--- config.mk ---
export PLATFORM = sky130hd
export DESIGN_NAME = cpu_alu8_with_flags_flat
export DESIGN_NICKNAME = d
export VERILOG_FILES = /design/src/calu8_pkg.sv /design/src/calu8_if.sv /design/src/cpu_alu8_with_flags.sv /design/src/flat_wrapper.sv
export VERILOG_INCLUDE_DIRS = /design/src /design/src/src
export SDC_FILE = /design/constraint.sdc
export NUM_CORES = 1
export LEC_CHECK = 0
export BUFFER_PORTS_ARGS = -buffer_cell sky130_fd_sc_hd__buf_2
export CAP_MARGIN = 20
export CORE_ASPECT_RATIO = 0.7
export CORE_MARGIN = 3
export CORE_UTILIZATION = 32
export CTS_CLUSTER_SIZE = 16
export DETAILED_ROUTE_END_ITERATION = 12
export GPL_ROUTABILITY_DRIVEN = 0
export SYNTH_ARGS = -nofsm -noshare
export SYNTH_HDL_FRONTEND = slang
export SYNTH_SLANG_ARGS = --single-unit
export TNS_END_PERCENT = 5
--- constraint.sdc ---
create_clock -name clk -period 4.5 [get_ports clk]
set_input_delay 0.225 -clock clk [delete_from_list [all_inputs] [get_ports clk]]
set_output_delay 0.225 -clock clk [all_outputs]
set_load 0.05 [all_outputs]
--- src/assert_macros.svh ---
// ---------------------------------------------------------------------------
// Assertion macros
// Clocked concurrent checks on clk, disabled while rst_n is low.
// ---------------------------------------------------------------------------
`ifndef ASSERT_MACROS_SVH
`define ASSERT_MACROS_SVH

`ifndef SYNTHESIS

// lbl: name of the check, prop: property body, msg: error text
`define ASSERT_PROP(lbl, prop, msg) \
  lbl: assert property (@(posedge clk) disable iff (!rst_n) (prop)) else $error(msg);

// lbl: name of the check, ante: condition, cons: must hold in the next cycle
`define ASSERT_NEXT(lbl, ante, cons, msg) \
  lbl: assert property (@(posedge clk) disable iff (!rst_n) (ante) |=> (cons)) \
    else $error(msg);

`else

`define ASSERT_PROP(lbl, prop, msg)
`define ASSERT_NEXT(lbl, ante, cons, msg)

`endif

`endif

--- src/calu8_pkg.sv ---
// ---------------------------------------------------------------------------
// calu8_pkg
// Operation codes, flag positions and rule codes of the 8-bit ALU.
// ---------------------------------------------------------------------------
package calu8_pkg;

  localparam int MODE_W = 5;
  localparam int DATA_W = 8;
  localparam int FLAG_W = 4;
  localparam int RULE_W = 2 * FLAG_W;

  typedef logic [MODE_W-1:0] mode_t;
  typedef logic [DATA_W-1:0] data_t;
  typedef logic [FLAG_W-1:0] flags_t;
  typedef logic [RULE_W-1:0] rule_t;

  localparam mode_t MODE_AND  = 5'd0;
  localparam mode_t MODE_OR   = 5'd1;
  localparam mode_t MODE_XOR  = 5'd2;
  localparam mode_t MODE_BIT  = 5'd3;
  localparam mode_t MODE_CPL  = 5'd4;
  localparam mode_t MODE_ADD  = 5'd5;
  localparam mode_t MODE_ADC  = 5'd6;
  localparam mode_t MODE_SUB  = 5'd7;
  localparam mode_t MODE_SBC  = 5'd8;
  localparam mode_t MODE_SWAP = 5'd9;
  localparam mode_t MODE_SET  = 5'd10;
  localparam mode_t MODE_RES  = 5'd11;
  localparam mode_t MODE_RL   = 5'd12;
  localparam mode_t MODE_RR   = 5'd13;
  localparam mode_t MODE_SLA  = 5'd14;
  localparam mode_t MODE_SRA  = 5'd15;
  localparam mode_t MODE_SRL  = 5'd16;
  localparam mode_t MODE_RLC  = 5'd17;
  localparam mode_t MODE_RRC  = 5'd18;
  localparam mode_t MODE_SCF  = 5'd19;
  localparam mode_t MODE_CCF  = 5'd20;
  localparam mode_t MODE_DAA  = 5'd21;

  // flag bit positions
  localparam int FLAG_Z = 3;
  localparam int FLAG_N = 2;
  localparam int FLAG_H = 1;
  localparam int FLAG_C = 0;

  // per-flag rule codes
  localparam logic [1:0] RULE_CALC  = 2'd0;
  localparam logic [1:0] RULE_SET   = 2'd1;
  localparam logic [1:0] RULE_RESET = 2'd2;
  localparam logic [1:0] RULE_KEEP  = 2'd3;

  localparam data_t NIBBLE_MASK = 8'h0f;
  localparam data_t DAA_LIMIT   = 8'h99;
  localparam data_t DAA_LO_ADJ  = 8'h06;
  localparam data_t DAA_HI_ADJ  = 8'h60;

  // one bit per flag whose rule field equals code
  function automatic flags_t rule_mask(rule_t rule, logic [1:0] code);
    flags_t m;
    m = '0;
    for (int b = 0; b < FLAG_W; b++) begin
      m[b] = (rule[2*b +: 2] == code);
    end
    return m;
  endfunction

endpackage

--- src/calu8_if.sv ---
// ---------------------------------------------------------------------------
// calu8 channel interfaces
// Valid/ready channels for operation items and result items.
// ---------------------------------------------------------------------------
interface calu8_in_if;
  import calu8_pkg::*;

  logic   valid;
  logic   ready;
  mode_t  mode;
  data_t  x;
  data_t  y;
  flags_t flags_in;
  rule_t  flag_rule;

  modport source (output valid, mode, x, y, flags_in, flag_rule, input ready);
  modport sink   (input valid, mode, x, y, flags_in, flag_rule, output ready);
endinterface

interface calu8_out_if;
  import calu8_pkg::*;

  logic   valid;
  logic   ready;
  data_t  result;
  flags_t flags_out;

  modport source (output valid, result, flags_out, input ready);
  modport sink   (input valid, result, flags_out, output ready);
endinterface

--- src/cpu_alu8_with_flags.sv ---
// An accepted operation item passes the input register, then the result register, to out_ch.
// Throughput: one item per cycle while out_ch.ready holds; input register, one pass of ALU logic,
// result register. On a stall the result register holds, as does a full input register, and a full
// pipe still takes a new item in the same cycle the result is taken.
// Reset (rst_n low, synchronous) empties both stages; no other state is kept.
// ---------------------------------------------------------------------------
// cpu_alu8_with_flags
// Eight-bit ALU with per-flag rule (computed / set / reset / keep) and DAA.
// ---------------------------------------------------------------------------
`include "assert_macros.svh"

module cpu_alu8_with_flags (
  input  logic         clk,
  input  logic         rst_n,
  calu8_in_if.sink     in_ch,
  calu8_out_if.source  out_ch
);
  import calu8_pkg::*;

  // -------------------------------------------------------------------------
  // Handshake: stage 2 (result) frees when empty or taken, stage 1 (input)
  // frees when empty or moving into stage 2.
  // -------------------------------------------------------------------------
  logic s2_take;
  logic s1_take;
  logic in_acc;

  logic   s1_valid_r, s1_valid_nxt;
  mode_t  s1_mode_r,  s1_mode_nxt;
  data_t  s1_x_r,     s1_x_nxt;
  data_t  s1_y_r,     s1_y_nxt;
  flags_t s1_f_r,     s1_f_nxt;
  rule_t  s1_rule_r,  s1_rule_nxt;

  logic   out_valid_r,  out_valid_nxt;
  data_t  out_result_r, out_result_nxt;
  flags_t out_flags_r,  out_flags_nxt;

  assign s2_take = !out_valid_r || out_ch.ready;
  assign s1_take = !s1_valid_r || s2_take;
  assign in_acc  = in_ch.valid && s1_take;

  assign in_ch.ready      = s1_take;
  assign out_ch.valid     = out_valid_r;
  assign out_ch.result    = out_result_r;
  assign out_ch.flags_out = out_flags_r;

  // -------------------------------------------------------------------------
  // ALU datapath on the stage 1 item
  // -------------------------------------------------------------------------
  logic       c_in;
  logic       ci;
  logic [8:0] add_sum;
  logic [4:0] add_half;
  logic       sub_h, sub_c;
  logic       sbc_h, sbc_c;
  data_t      bit_sel;

  flags_t set_m, keep_m, reset_m;
  data_t  alu_res;
  flags_t calc_f;
  logic   sbc_op;
  flags_t alu_f;

  // DAA
  logic   daa_sub;
  data_t  daa_off;
  logic   daa_c;
  data_t  daa_res;
  flags_t daa_f;

  assign c_in = s1_f_r[FLAG_C];
  assign ci   = (s1_mode_r == MODE_ADC) ? c_in : 1'b0;

  assign add_sum  = {1'b0, s1_x_r} + {1'b0, s1_y_r} + {8'd0, ci};
  assign add_half = {1'b0, s1_x_r[3:0]} + {1'b0, s1_y_r[3:0]} + {4'd0, ci};
  assign sub_h    = s1_y_r[3:0] > s1_x_r[3:0];
  assign sub_c    = s1_y_r > s1_x_r;
  // borrow in is added to the subtrahend before the compare
  assign sbc_h    = ({1'b0, s1_y_r[3:0]} + {4'd0, c_in}) > {1'b0, s1_x_r[3:0]};
  assign sbc_c    = ({1'b0, s1_y_r} + {8'd0, c_in}) > {1'b0, s1_x_r};
  assign bit_sel  = data_t'(1) << s1_y_r[2:0];

  assign set_m   = rule_mask(s1_rule_r, RULE_SET);
  assign keep_m  = rule_mask(s1_rule_r, RULE_KEEP);
  assign reset_m = rule_mask(s1_rule_r, RULE_RESET);

  always_comb begin
    alu_res = '0;
    calc_f  = '0;
    sbc_op  = 1'b0;
    case (s1_mode_r)
      MODE_AND:  alu_res = s1_x_r & s1_y_r;
      MODE_OR:   alu_res = s1_x_r | s1_y_r;
      MODE_XOR:  alu_res = s1_x_r ^ s1_y_r;
      MODE_BIT:  alu_res = s1_x_r & s1_y_r;
      MODE_CPL:  alu_res = ~s1_x_r;
      MODE_ADD, MODE_ADC: begin
        alu_res        = add_sum[7:0];
        calc_f[FLAG_H] = add_half[4];
        calc_f[FLAG_C] = add_sum[8];
      end
      MODE_SUB: begin
        alu_res        = s1_x_r - s1_y_r;
        calc_f[FLAG_H] = sub_h;
        calc_f[FLAG_C] = sub_c;
      end
      MODE_SBC: begin
        alu_res        = s1_x_r - s1_y_r - {7'd0, c_in};
        calc_f[FLAG_H] = sbc_h;
        calc_f[FLAG_C] = sbc_c;
        sbc_op         = 1'b1;
      end
      MODE_SWAP: alu_res = {s1_x_r[3:0], s1_x_r[7:4]};
      MODE_SET:  alu_res = s1_x_r | bit_sel;
      MODE_RES:  alu_res = s1_x_r & ~bit_sel;
      MODE_RL: begin
        alu_res        = {s1_x_r[6:0], c_in};
        calc_f[FLAG_C] = s1_x_r[7];
      end
      MODE_RR: begin
        alu_res        = {c_in, s1_x_r[7:1]};
        calc_f[FLAG_C] = s1_x_r[0];
      end
      MODE_SLA: begin
        alu_res        = {s1_x_r[6:0], 1'b0};
        calc_f[FLAG_C] = s1_x_r[7];
      end
      MODE_SRA: begin
        alu_res        = {s1_x_r[7], s1_x_r[7:1]};
        calc_f[FLAG_C] = s1_x_r[0];
      end
      MODE_SRL: begin
        alu_res        = {1'b0, s1_x_r[7:1]};
        calc_f[FLAG_C] = s1_x_r[0];
      end
      MODE_RLC: begin
        alu_res        = {s1_x_r[6:0], s1_x_r[7]};
        calc_f[FLAG_C] = s1_x_r[7];
      end
      MODE_RRC: begin
        alu_res        = {s1_x_r[0], s1_x_r[7:1]};
        calc_f[FLAG_C] = s1_x_r[0];
      end
      MODE_SCF:  alu_res = '0;
      MODE_CCF:  calc_f[FLAG_C] = !c_in;
      default:   alu_res = '0;  // unused codes and DAA (handled below)
    endcase
  end

  // Flag order: set bits, computed flags, zero, kept flags, reset flags.
  // SBC replaces H and C with its own borrows, before the keep and reset rules apply.
  always_comb begin
    alu_f = set_m;
    if (sbc_op) begin
      alu_f[FLAG_H] = 1'b0;
      alu_f[FLAG_C] = 1'b0;
    end
    alu_f = alu_f | calc_f;
    if (alu_res == '0) begin
      alu_f[FLAG_Z] = 1'b1;
    end
    alu_f = (alu_f & ~keep_m) | (s1_f_r & keep_m);
    alu_f = alu_f & ~reset_m;
  end

  // DAA ignores the rule
  always_comb begin
    daa_sub = s1_f_r[FLAG_N];
    daa_off = '0;
    daa_c   = 1'b0;
    if (s1_f_r[FLAG_H] || (!daa_sub && ((s1_x_r & NIBBLE_MASK) > 8'h09))) begin
      daa_off = daa_off | DAA_LO_ADJ;
    end
    if (s1_f_r[FLAG_C] || (!daa_sub && (s1_x_r > DAA_LIMIT))) begin
      daa_off = daa_off | DAA_HI_ADJ;
      daa_c   = 1'b1;
    end
    daa_res        = daa_sub ? (s1_x_r - daa_off) : (s1_x_r + daa_off);
    daa_f          = '0;
    daa_f[FLAG_C]  = daa_c;
    daa_f[FLAG_N]  = daa_sub;
    daa_f[FLAG_Z]  = (daa_res == '0);
  end

  // -------------------------------------------------------------------------
  // Next-state logic for both stages
  // -------------------------------------------------------------------------
  always_comb begin
    s1_valid_nxt = s1_valid_r;
    s1_mode_nxt  = s1_mode_r;
    s1_x_nxt     = s1_x_r;
    s1_y_nxt     = s1_y_r;
    s1_f_nxt     = s1_f_r;
    s1_rule_nxt  = s1_rule_r;
    if (s1_take) begin
      s1_valid_nxt = in_ch.valid;
    end
    if (in_acc) begin
      s1_mode_nxt = in_ch.mode;
      s1_x_nxt    = in_ch.x;
      s1_y_nxt    = in_ch.y;
      s1_f_nxt    = in_ch.flags_in;
      s1_rule_nxt = in_ch.flag_rule;
    end
  end

  always_comb begin
    out_valid_nxt  = out_valid_r;
    out_result_nxt = out_result_r;
    out_flags_nxt  = out_flags_r;
    if (s2_take) begin
      out_valid_nxt = s1_valid_r;
    end
    if (s2_take && s1_valid_r) begin
      out_result_nxt = (s1_mode_r == MODE_DAA) ? daa_res : alu_res;
      out_flags_nxt  = (s1_mode_r == MODE_DAA) ? daa_f   : alu_f;
    end
  end

  always_ff @(posedge clk) begin
    if (!rst_n) begin
      s1_valid_r  <= 1'b0;
      out_valid_r <= 1'b0;
    end else begin
      s1_valid_r  <= s1_valid_nxt;
      out_valid_r <= out_valid_nxt;
    end
  end

  // payload registers, no reset
  always_ff @(posedge clk) begin
    s1_mode_r    <= s1_mode_nxt;
    s1_x_r       <= s1_x_nxt;
    s1_y_r       <= s1_y_nxt;
    s1_f_r       <= s1_f_nxt;
    s1_rule_r    <= s1_rule_nxt;
    out_result_r <= out_result_nxt;
    out_flags_r  <= out_flags_nxt;
  end

  // -------------------------------------------------------------------------
  // Checks
  // -------------------------------------------------------------------------
  // an accepted item lands in the input stage
  `ASSERT_NEXT(a_in_lands, in_ch.valid && in_ch.ready, s1_valid_r, "accepted item lost")
  // an input-stage item moving on becomes a result item
  `ASSERT_NEXT(a_s1_moves, s1_valid_r && s2_take, out_valid_r, "stage 1 item dropped")
  // a blocked input-stage item stays put
  `ASSERT_NEXT(a_s1_holds, s1_valid_r && !s2_take, s1_valid_r && $stable(s1_x_r),
               "stalled stage 1 item changed")
  // never accept while both stages are full and the result is stalled
  `ASSERT_PROP(a_no_overrun, !(in_ch.ready && s1_valid_r && out_valid_r && !out_ch.ready),
               "input accepted into a full pipe")

endmodule
--- src/flat_wrapper.sv ---
// flat-port wrapper written by rule: the top's interface ports become plain ports
module cpu_alu8_with_flags_flat import calu8_pkg::*;
  (clk, rst_n, in_ch_valid, in_ch_mode, in_ch_x, in_ch_y, in_ch_flags_in, in_ch_flag_rule, in_ch_ready, out_ch_valid, out_ch_result, out_ch_flags_out, out_ch_ready);
  calu8_in_if in_ch_i ();
  calu8_out_if out_ch_i ();
  input  logic clk;
  input  logic rst_n;
  input wire logic [$bits(in_ch_i.valid)-1:0] in_ch_valid;
  input wire logic [$bits(in_ch_i.mode)-1:0] in_ch_mode;
  input wire logic [$bits(in_ch_i.x)-1:0] in_ch_x;
  input wire logic [$bits(in_ch_i.y)-1:0] in_ch_y;
  input wire logic [$bits(in_ch_i.flags_in)-1:0] in_ch_flags_in;
  input wire logic [$bits(in_ch_i.flag_rule)-1:0] in_ch_flag_rule;
  output wire logic [$bits(in_ch_i.ready)-1:0] in_ch_ready;
  output wire logic [$bits(out_ch_i.valid)-1:0] out_ch_valid;
  output wire logic [$bits(out_ch_i.result)-1:0] out_ch_result;
  output wire logic [$bits(out_ch_i.flags_out)-1:0] out_ch_flags_out;
  input wire logic [$bits(out_ch_i.ready)-1:0] out_ch_ready;
  assign in_ch_i.valid = in_ch_valid;
  assign in_ch_i.mode = in_ch_mode;
  assign in_ch_i.x = in_ch_x;
  assign in_ch_i.y = in_ch_y;
  assign in_ch_i.flags_in = in_ch_flags_in;
  assign in_ch_i.flag_rule = in_ch_flag_rule;
  assign in_ch_ready = in_ch_i.ready;
  assign out_ch_valid = out_ch_i.valid;
  assign out_ch_result = out_ch_i.result;
  assign out_ch_flags_out = out_ch_i.flags_out;
  assign out_ch_i.ready = out_ch_ready;
  cpu_alu8_with_flags u_core (.clk(clk), .rst_n(rst_n), .in_ch(in_ch_i), .out_ch(out_ch_i));
endmodule
==> results.py <==
metrics = {
    "drt": {
        "drt-initial-drc-count": 690,
        "num_vias": 4007,
        "post_drt_via_cell_ratio": 6.03,
        "dr.pass1.iters": 7,
        "route.detailed.drc": 0,
        "ant_nets": 0,
        "post_drt_wl_per_cell_um": 20.1,
        "drt_wl_total_mm": 13.4,
    },
    "placed_design": {
        "hpwlAfterDp_mm": 10.3,
        "place_inst": 655,
        "io_buffer_count": 50,
    },
    "critical_path": {
        "crit_type": "reg2reg",
        "worst_setup_path_start_kind": "register",
        "crit_arrival_ns": 4.30,
        "cp-end-kind": "register",
        "required_ns": 4.53,
        "reg2reg_slack_ns": 0.23,
        "cp_max_fo": 17,
    },
    "sta": {
        "fin_crit_sh": 0.948,
        "setup_violations": 0,
        "fin_crit_ns": 4.27,
        "hold_violations": 0,
        "rsz0062_at_grt": "no",
        "slew_viol_final": 0,
        "slew-limit-headroom": 0.226,
        "fin_skew_ns": 0.00781,
        "fmax_mhz": 234,
        "fin_tns_setup_ns": 0,
        "worst_slew_pin_slew_ns": 1.15,
    },
    "synth": {
        "synth_top_flop_cell": "edfxtp_1",
        "yosysSeqAreaShare": 0.331,
        "syn-num-nets": 536,
        "syn_avg_cell_area_sq_um": 9.21,
        "netlist.area_leader.share": 0.322,
        "synthTopCellsByArea": "edfxtp_1, ha_1, xnor2_1",
        "ys_types": 69,
        "ys_ff_latch": 47,
        "async_reset_ff_frac": 0,
        "ys_warn_count": 0,
        "synth_top_area_cell": "edfxtp_1",
        "synth_cells": 456,
        "synth_area_sq_mm": 0.00420,
        "synth-edff-count": 45,
    },
    "global_route": {
        "grt_pass1_wl_mm": 20.8,
        "grt-ovfl-total": 0,
        "antenna_found_initial": 0,
        "first_global_vias": 3747,
        "grt_max_degree": 34,
        "groute.usage.overall": 0.185,
    },
    "power_and_ir_drop": {
        "power.density_mw_per_mm2": 289,
        "ir_drop_mv": 0.148,
        "leakagePower_nw": 1.92,
    },
    "cts": {
        "cts_root_buf": "clkbuf_16",
        "htreeDepth": 2,
        "holdBufCountCts": 0,
        "cts_resized": 0,
        "cts_tree": "built",
        "clock_latency_ns": 0.30,
        "clock-sinks": 47,
        "path_clk_slew_ns": 0.07,
        "cts-buffers-inserted": 5,
        "cts_buffer_depth": 2,
        "post_cts.repair.setup_buffers": 0,
    },
    "die": {
        "start_util": 0.333,
        "dieArea_sq_mm": 0.0146,
        "die_y_um": 102,
        "die_w_um": 143,
        "coreArea_sq_mm": 0.0126,
        "io_pins": 51,
        "row_count": 34,
    },
    "cells_and_area": {
        "drive_gt1_frac": 0.147,
        "area.growth.synth_to_final_pct": 13.8,
        "final_common_cell": "buf_2",
        "layout.nets": 581,
        "fin_cells": 664,
        "final_core_util": 0.378,
        "antenna_cells": 0,
        "most-common-layout-cells": "buf_2, edfxtp_1, ha_1",
    },
    "job": {
        "max_cap_violations": 0,
    },
    "min_path": {
        "hp-class": "in2reg",
    },
    "outcome": {
        "status": "completed",
    },
}
==> Yosys cell counts (3+ instances only) <==
cell,number
a21o_1,6
a21oi_1,25
a221oi_1,5
a22oi_1,6
a31oi_1,7
a32oi_1,3
and2_1,4
and3_1,5
buf_2,6
clkbuf_1,10
edfxtp_1,45
fa_1,3
ha_1,40
inv_1,26
mux2i_1,4
nand2_1,28
nand2b_1,9
nand3_1,16
nand4_1,9
nand4b_1,3
nor2_1,28
nor2b_1,12
nor3_1,16
nor3b_1,4
nor4_1,5
o211ai_1,3
o21a_1,6
o21ai_0,23
o21bai_1,8
o22ai_1,6
o311ai_0,3
o31ai_1,4
xnor2_1,17
xor2_1,10
==> power by group <==
part	switching, mW	total [mW]	internal (mW)
registers	0.0362	0.549	0.513
logic	0.248	0.396	0.147
clock network	0.173	0.437	0.264
==> worst paths after layout <==
kind | depth (start not counted) | endpoint | from
setup / recovery | 11 | u_core.out_ch.result[6]$_DFFE_PP_ | u_core.s1_mode_r[3]$_DFFE_PP_
hold / removal | 1 | u_core.s1_y_r[6]$_DFFE_PP_ | in_ch_y[6]
setup reg to reg | 11 | u_core.out_ch.result[6]$_DFFE_PP_ | u_core.s1_mode_r[3]$_DFFE_PP_
hold reg to reg | 1 | u_core.out_ch.valid$_SDFFE_PN0P_ | u_core.s1_valid_r$_SDFFE_PN0N_
==> state kept, by name (all words and copies together) (netlist names) <==
name	flops
u_core.out_ch.result	8
u_core.s1_rule_r	8
u_core.s1_x_r	8
u_core.s1_y_r	8
u_core.s1_mode_r	5
u_core.out_ch.flags_out	4
u_core.s1_f_r	4
u_core.out_ch.valid	1
u_core.s1_valid_r	1
==> logic make-up (layout without fill, tap and decap cells) <==
logic type      after synthesis  after routing  synth area share
compound gates              133            133             0.219
xor+xnor                     27             27            0.0563
fa+ha+maj                    43             43             0.133
buf+inv                      44             90            0.0447
flops                        47             47             0.331
mux                           4              4           0.00953
simple gates                158            158             0.206
==> per-stage QoR <==
step	hold slack, ns	setup WS [ns]	area, sq um	total power [mW]
CTS	0.0956	0.369	4770	1.37
finish	0.0950	0.233	4780	1.38
global route	0.0953	0.0546	4780	1.44
global placement	0.401	0.517	4600	0.933
detailed placement	0.403	0.380	4600	0.937
floorplan	0.324	1.07	4200	0.824
==> final cells by class <==
type | instances | area, sq um
Clock buffer | 5 | 125
Clock inverter | 3 | 46.3
Fill cell | 1266 | 7850
Inverter | 26 | 97.6
Multi-Input combinational cell | 365 | 2620
Sequential cell | 47 | 1390
Tap cell | 162 | 203
Timing Repair Buffer | 56 | 295
==> layer usage <==
| metal | routed length [um] | GRT usage | up-vias |
|---|---|---|---|
| met5 | 0 | 0 | - |
| met4 | 344 | 0.0475 | 0 |
| met3 | 1790 | 0.0674 | 53 |
| met2 | 5060 | 0.249 | 298 |
| met1 | 6170 | 0.278 | 1836 |
| li1 | - | - | 1820 |
==> critical path, stage by stage, from the launching register on <==
cell and delay (ns):
edfxtp_1 0.60, nor3b_1 0.73, nand3_1 0.27, fa_1 0.49
fa_1 0.44, o21bai_1 0.15, a21oi_1 0.14, o31ai_1 0.34
xnor2_1 0.17, nor2_1 0.06, a2111o_1 0.45, o21bai_1 0.17
Power figures use the tool's default switching activity.
